File: config.mk
export PLATFORM = sky130hd
export DESIGN_NAME = lrt_front_flat
export DESIGN_NICKNAME = d
export VERILOG_FILES = /design/src/rtl/lrt_pkg.sv /design/src/rtl/lrt_if.sv /design/src/rtl/lrt_front.sv /design/src/flat_wrapper.sv
export SDC_FILE = /design/constraint.sdc
export NUM_CORES = 1
export LEC_CHECK = 0
export ABC_AREA = 0
export BUFFER_PORTS_ARGS = -buffer_cell sky130_fd_sc_hd__buf_4
export CAP_MARGIN = 20
export CORE_AREA = 2 2 94 163
export DETAILED_ROUTE_END_ITERATION = 10
export DIE_AREA = 0 0 96 165
export PLACE_DENSITY = 0.67
export SLEW_MARGIN = 10
export SYNTH_ARGS = -nofsm -noshare
export SYNTH_HDL_FRONTEND = slang
export SYNTH_SLANG_ARGS = --single-unit
File: constraint.sdc
create_clock -name clk -period 25.7 [get_ports clk]
set_input_delay 5.14 -clock clk [delete_from_list [all_inputs] [get_ports clk]]
set_output_delay 5.14 -clock clk [all_outputs]
set_load 0.1 [all_outputs]
File: src/rtl/lrt_pkg.sv
package lrt_pkg;

  localparam int ENTRIES_DEFAULT = 64;
  localparam int ADDR_W = 32;
  localparam int LEN_W = 6;
  localparam int PORT_W = 8;
  localparam int MET_W = 5;
  localparam int KIND_W = 2;
  localparam logic [LEN_W-1:0] MAX_PREFIX = 6'd32;
  localparam logic [MET_W-1:0] METRIC_UNREACHABLE = 5'd16;

  typedef enum logic [KIND_W-1:0] {
    KIND_INSERT = 2'd0,
    KIND_DELETE = 2'd1,
    KIND_QUERY  = 2'd2,
    KIND_NONE   = 2'd3
  } kind_t;

  typedef struct packed {
    logic [KIND_W-1:0] kind;
    logic [ADDR_W-1:0] address;
    logic [LEN_W-1:0]  prefix_length;
    logic [PORT_W-1:0] out_port;
    logic [ADDR_W-1:0] next_hop;
    logic [MET_W-1:0]  metric;
  } op_t;

  typedef struct packed {
    logic              hit;
    logic              table_full;
    logic [ADDR_W-1:0] result_next_hop;
    logic [PORT_W-1:0] result_port;
  } res_t;

  typedef enum logic [2:0] {
    ST_IDLE,
    ST_SCAN,
    ST_LAST,
    ST_APPLY,
    ST_OUT
  } st_t;

  function automatic logic [ADDR_W-1:0] low_mask(input logic [LEN_W-1:0] len);
    logic [ADDR_W-1:0] m;
    if (len >= MAX_PREFIX) begin
      m = '1;
    end else begin
      m = ~({ADDR_W{1'b1}} << len[4:0]);
    end
    return m;
  endfunction

endpackage

File: src/rtl/lrt_if.sv
interface lrt_op_if;
  logic          valid;
  logic          ready;
  lrt_pkg::op_t  payload;
  modport source (output valid, output payload, input ready);
  modport sink (input valid, input payload, output ready);
endinterface


File: src/rtl/lrt_front.sv
// Two-entry queue in front of the table engine.
module lrt_front (
  input  logic         clk,
  input  logic         rst,
  lrt_op_if.sink       in_ch,
  output logic         q_valid,
  output lrt_pkg::op_t q_op,
  input  logic         q_pop
);
  lrt_pkg::op_t buf_q [2];
  logic         rd_ptr;
  logic         wr_ptr;
  logic [1:0]   count;
  logic         push;

  // No word is taken while reset is held.
  assign in_ch.ready = !rst && (count != 2'd2);
  assign push = in_ch.valid && in_ch.ready;
  assign q_valid = (count != 2'd0);
  assign q_op = buf_q[rd_ptr];

  always_ff @(posedge clk) begin
    if (push) begin
      buf_q[wr_ptr] <= in_ch.payload;
    end
  end

  always_ff @(posedge clk) begin
    if (rst) begin
      rd_ptr <= 1'b0;
      wr_ptr <= 1'b0;
      count  <= 2'd0;
    end else begin
      if (push) begin
        wr_ptr <= ~wr_ptr;
      end
      if (q_pop && q_valid) begin
        rd_ptr <= ~rd_ptr;
      end
      count <= count + {1'b0, push} - {1'b0, q_pop && q_valid};
    end
  end
endmodule

File: src/flat_wrapper.sv
// flat-port wrapper written by rule: the top's interface ports become plain ports
module lrt_front_flat 
  (clk, rst, q_valid, q_op, q_pop, in_ch_valid, in_ch_payload, in_ch_ready);
  lrt_op_if in_ch_i ();
  input  logic clk;
  input  logic rst;
  output logic q_valid;
  output lrt_pkg::op_t q_op;
  input  logic q_pop;
  input wire logic [$bits(in_ch_i.valid)-1:0] in_ch_valid;
  input wire logic [$bits(in_ch_i.payload)-1:0] in_ch_payload;
  output wire logic [$bits(in_ch_i.ready)-1:0] in_ch_ready;
  assign in_ch_i.valid = in_ch_valid;
  assign in_ch_i.payload = in_ch_payload;
  assign in_ch_ready = in_ch_i.ready;
  lrt_front u_core (.clk(clk), .rst(rst), .in_ch(in_ch_i), .q_valid(q_valid), .q_op(q_op), .q_pop(q_pop));
endmodule
==> results of run 1 <==
worst paths after layout:
check | from | endpoint | slack [ps]
worst min register to register | u_core.rd_ptr | register | 520
worst min-delay path | u_core.rd_ptr | register | 520
worst max register to register | u_core.count[1] | u_core.buf_q[0][35] | 23500
worst max-delay path | rst | in_ch_ready | 14680
kinds of logic after synthesis:
| logic type | synth area share (%) |
|---|---|
| flops | 81.6 |
| mux | 15.0 |
| buf+inv | 1.47 |
| simple gates | 0.843 |
| compound gates | 0.431 |
| xor+xnor | 0.275 |
| fa+ha+maj | 0.392 |
per-stage QoR:
| stage | hold WS [ps] | instances | worst slack [ps] | instance area [µm²] | utilization, % |
|---|---|---|---|---|---|
| final | 522 | 675 | 14680 | 8500 | 58.9 |
| after global routing | 564 | 675 | 14600 | 8500 | 58.9 |
| after CTS | 529 | 673 | 14680 | 8450 | 58.5 |
| after detailed placement | 512 | 642 | 14680 | 7880 | 54.6 |
| after global placement | 502 | 642 | 14720 | 7880 | 54.6 |
| after floorplan | 481 | 292 | 13880 | 6380 | - |
synthesized netlist by cell type:
| cell type | count |
|---|---|
| edfxtp_1 | 170 |
| mux2_1 | 50 |
| mux2_2 | 35 |
| buf_6 | 5 |
| dfxtp_1 | 5 |
| inv_1 | 4 |
| nor2_1 | 4 |
| buf_2 | 3 |
| and2_1 | 2 |
| ha_1 | 2 |
| nor3_1 | 2 |
| a21oi_1 | 1 |
| a32o_1 | 1 |
| and3_1 | 1 |
| buf_4 | 1 |
| nand2_1 | 1 |
| nor2b_1 | 1 |
| o21a_1 | 1 |
| o21ai_0 | 1 |
| xnor2_1 | 1 |
| xor2_1 | 1 |
power by group through the flow:
stage                     clock [mW]  combinational [mW]  sequential (mW)
after global routing           0.259               0.431            0.347
after detailed placement           0               0.417            0.352
final                          0.242               0.417            0.345
after global placement             0               0.414            0.350
after floorplan                    0               0.337            0.353
after CTS                      0.249               0.418            0.345
cell type report:
| cell class | instances | share of cell area (%) |
|---|---|---|
| clock buffer | 19 | 5.09 |
| inverter | 4 | 0.177 |
| timing repair buffer | 181 | 16.5 |
| multi-input combinational | 104 | 12.8 |
| sequential | 175 | 61.3 |
| tap | 180 | 2.65 |
| clock inverter | 12 | 1.52 |
worst min-delay path: cells and delay by family, from the launching register on:
family	cells	cell delay (ps)
XOR/XNOR	1	80
flip-flops	1	330
AND/OR/NAND/NOR	1	80
layer usage:
metal	part of all wire, %	global-route usage, %	vias to the layer above	wire length (µm)
met1	32	14.8	1619	3920
met3	5.2	5.20	21	624
met5	0	0	-	0
met2	59	28.7	108	7190
met4	3.1	8.44	0	378
li1	-	-	1526	-
placed cells by master, fill, tap and decap left out, types with 2 or more instances in the layout:
| cell type | Yosys | layout |
|---|---|---|
| mux2_2 | 35 | 35 |
| clkbuf_16 | 0 | 17 |
| buf_4 | 1 | 179 |
| inv_1 | 4 | 4 |
| dfxtp_1 | 5 | 4 |
| clkbuf_1 | 0 | 2 |
| edfxtp_1 | 170 | 170 |
| clkinvlp_4 | 0 | 4 |
| and2_1 | 2 | 2 |
| nor2_1 | 4 | 4 |
| ha_1 | 2 | 2 |
| buf_16 | 0 | 2 |
| clkinv_4 | 0 | 3 |
| inv_8 | 0 | 3 |
| mux2_1 | 50 | 50 |
sequential cells by signal, indices dropped and copies added, names as in the netlist, named ones only:
name,count
u_core.buf_q,170
u_core.rd_ptr,1
u_core.wr_ptr,1
u_core.count,2
==> out/summary.txt, run 1 <==
Number of synthesized register bits: 175
Post-CTS Setup Repair Bufs: 0
CTS tree: yes
CP Launch Type: input port
Psw: 0.437 mW
Synthesized instance count: 292
Fmax: 0.0907 GHz
Layout fillers: 1,107
CP Depth: 3
LEAKAGE: 3.15 nW
R2R depth: 5
Synth top area share: 80.0%
Status: finished, final reports clean
Initial DRC Count: 133
RePlAce Congestion: 0.754
Final HPWL DP: 7870 µm
WL final: 12,100 µm
Total gr overflow: 0
Hold_buf cts: 0
Net Sw Frac: 43.5%
Num rows: 58
Vias/cell: 4.85
Synth warnings: 0
Mean Syn Cell Area: 21.8 µm²
Syn_nets: 383
Slew Limit Headroom: 54.1%
Port-buffer cells: 175
Skew-Pair Late Insertion Delay: 420 ps
DRC Markers: 0
Starting density of the core: 44.2%
Max_cap viols: 0
Crit path buffers/inverters: 2
WS Path Type: input port to output port
Share of post-route cells with drive strength above 1: 50.1%
Slew Viols, Final: 0
Total power: 1.00 mW
Sequential area share after synthesis: 81.6%
Antenna violations before repair: 0
DR WL/cell: 17.9 µm
Clk pwr share: 24.1%
Vias post-DR: 3,274
Hold Path Class: register to register
Die X: 96 µm
DRT Pass-1 Iters: 4
Setup Viol. Count Final: 0
Clk buf depth: 2
Critical-path top delay cell: buf_4
Worst setup EP type: output port
Hold Fails Final Rpt: 0
Reg clk slew, reported paths: 60 ps
First-pass GRT wire length: 17,700 µm
Combinational share of power: 41.6%
Peak supply drop: 0.0000732 V
Synthesized area: 0.00638 mm²
Cell taking the most area after synthesis: edfxtp_1
Crit share post-route: 42.9%
H-tree levels: 4
Die ar.: 0.0158 mm²
CP Cell Sequence: buf_4, a21oi_1, buf_4
Clock sinks: 175
Most common cell on crit path: buf_4
Storage cell area: 0.00521 mm²
Clock skew: 7.42 ps
Worst-path maximum fanout: 7
Hold Path Cell Cnt: 2
Final min period: 11,020 ps
CP delay by family, top: buffers and inverters
Flop pwr share: 34.4%
RSZ-0062 raised after global routing: false
Largest net degree at the start of global routing: 86
Area of the multi-input gates: 0.00109 mm²
CP peak stage delay: 350 ps
Setup_tns: 0 ps
Post-synth cell types: 21
Layout area overhead: 33.2%
Core area: 0.0144 mm²
TritonCTS Buffers: 17
PwrDens: 118 mW/mm²
Measured slew at the worst slew-check pin: 688 ps
Clk root buf: clkbuf_16
Vias in the first global route: 3,506
Boundary Pins: 176
Routed Antenna Nets: 0
Chip Height: 165 µm
All-Layer GR Usage: 15.6%
Ant. Diodes: 0
Critical Path RT: 20,560 ps
Internal power: 0.567 mW
Post-CTS sizing: 0
Fin nets: 574
Largest cells by area after synthesis: edfxtp_1, mux2_1, mux2_2
Worst endpoint data arrival time: 5880 ps
No activity file was read; power rests on OpenSTA's default activity.
==> run 2: changes to the inputs <==
==> constraint.sdc (replaced) <==
create_clock -name clk -period 11.3 [get_ports clk]
set_input_delay 2.26 -clock clk [delete_from_list [all_inputs] [get_ports clk]]
set_output_delay 2.26 -clock clk [all_outputs]
set_load 0.1 [all_outputs]
==> run 2 against run 1 <==
Die area stayed put; worst hold slack better by 17 ps; first-iteration DRC count is 52% higher.
==> out/summary.txt, run 2 (synthesis results as in run 1) <==
Status: finished, final reports clean
Reg2Reg Setup Slack: 9060 ps
Crit path buffers/inverters: 2
Critical Path RT: 9040 ps
Slew Limit Headroom: 53.2%
R2R depth: 5
WL final: 12,200 µm
Die X: 96 µm
Finished Cell Area: 0.00852 mm²
Final HPWL DP: 8140 µm
Worst endpoint data arrival time: 3030 ps
Die ar.: 0.0158 mm²
Measured slew at the worst slew-check pin: 702 ps
Vias post-DR: 3,300
Hold_buf cts: 0
Antenna violations before repair: 0
All-Layer GR Usage: 15.5%
TritonCTS Buffers: 17
PwrDens: 271 mW/mm²
Crit share post-route: 46.8%
Hold Fails Final Rpt: 0
Placed cell area: 0.00788 mm²
CP Depth: 3
RR Endpoint: u_core.buf_q[0][45]
Total gr overflow: 0
Max_cap viols: 0
DRC Markers: 0
CTS tree: yes
Clk root buf: clkbuf_16
WL met1: 3940 µm
CP peak stage delay: 360 ps
Commonest non-fill, non-tap cells in the layout: buf_4, edfxtp_1, mux2_1
Reg clk slew, reported paths: 60 ps
Total power: 2.30 mW
Most common cell after layout, fill and taps aside: buf_4
Num rows: 58
Chip Height: 165 µm
Vias in the first global route: 3,462
Ant. Diodes: 0
Initial DRC Count: 202
Clk buf depth: 2
Starting density of the core: 44.2%
Slew Viols, Final: 0
DR WL/cell: 18.1 µm
Hold Path Cell Cnt: 2
Post-layout util: 59.0%
Critical-path top delay cell: buf_4
Post-CTS sizing: 0
Largest net degree at the start of global routing: 86
Hold_ws: 540 ps
Met2 routed WL: 7420 µm
DRT Pass-1 Iters: 5
Worst Setup Slack, final: 6010 ps
Skew-Pair Late Insertion Delay: 410 ps
Setup Viol. Count Final: 0
Clock sinks: 175
Fmax: 0.189 GHz
Routed met3 length: 588 µm
Top Registers: u_core.buf_q: 170 flops, u_core.count: 2 flops
RSZ-0062 raised after global routing: false
Cells after DPL: 642
Worst setup EP type: output port
Layout area overhead: 33.5%
Post-CTS Setup Repair Bufs: 0
Final min period: 5290 ps
Boundary Pins: 176
Uppermost layer routed: met4
Port-buffer cells: 175
Layout Cells excl Fill: 675
Vias/cell: 4.89
CP Cell Sequence: buf_4, a21oi_1, buf_4
Fin nets: 574
HP Start: u_core.rd_ptr
Top reg by flops: u_core.buf_q
WS Path Type: input port to output port
Hold Path Class: register to register
Share of post-route cells with drive strength above 1: 50.1%
First-pass GRT wire length: 17,700 µm
Routed Antenna Nets: 0
H-tree levels: 4
Largest register FFs: 170
Most common cell on crit path: buf_4
Core area: 0.0144 mm²
Worst reg2reg startpoint: u_core.count[1]
RePlAce Congestion: 0.744
Clock skew: 8.69 ps
Peak supply drop: 0.000190 V
Worst slack, placed: 6000 ps
Worst-path maximum fanout: 7
LEAKAGE: 3.16 nW
CP Launch Type: input port
Setup_tns: 0 ps
CP delay by family, top: buffers and inverters
==> run 2: cell types whose count changed in the layout (fill, tap and decap cells not counted) <==
cell	previous run	this run
clkinv_1	0	1
inv_6	1	5
clkinv_4	3	2
clkinvlp_4	4	2
clkbuf_1	2	1
bufinv_16	1	2
inv_8	3	1
==> run 2: where the power goes <==
part / total, mW / internal (mW) / switching [mW]
logic: 0.949 / 0.210 / 0.739
registers: 0.785 / 0.772 / 0.0125
clock network: 0.571 / 0.329 / 0.241
==> run 2: worst max-delay path by stage <==
stage | from | endpoint
after global placement | rst | in_ch_ready
after detailed placement | rst | in_ch_ready
final | rst | in_ch_ready
after floorplan | in_ch_valid | u_core.buf_q[0][0]
after global routing | rst | in_ch_ready
after CTS | rst | in_ch_ready
==> run 2: worst register-to-register path, delay by kind of cell (launching register included) <==
kind / cells / cell delay (ps)
simple gates: 1 / 130
buf+inv: 3 / 1180
flops: 1 / 350
compound gates: 1 / 150
==> run 2: area by class of cell <==
type	instances	area [µm²]
fillers	1119	5920
flip-flops and latches	175	5210
repair buffers	181	1400
multi-input cells	104	1090
clock buffers	18	429
well taps	180	225
clock inverters	13	151
inverters	4	15.0
==> run 2: routing by layer <==
metal | vias to the layer above | GRT usage, %
li1 | 1538 | -
met1 | 1643 | 14.6
met2 | 105 | 29.2
met3 | 14 | 4.88
met4 | 0 | 7.40
met5 | - | 0
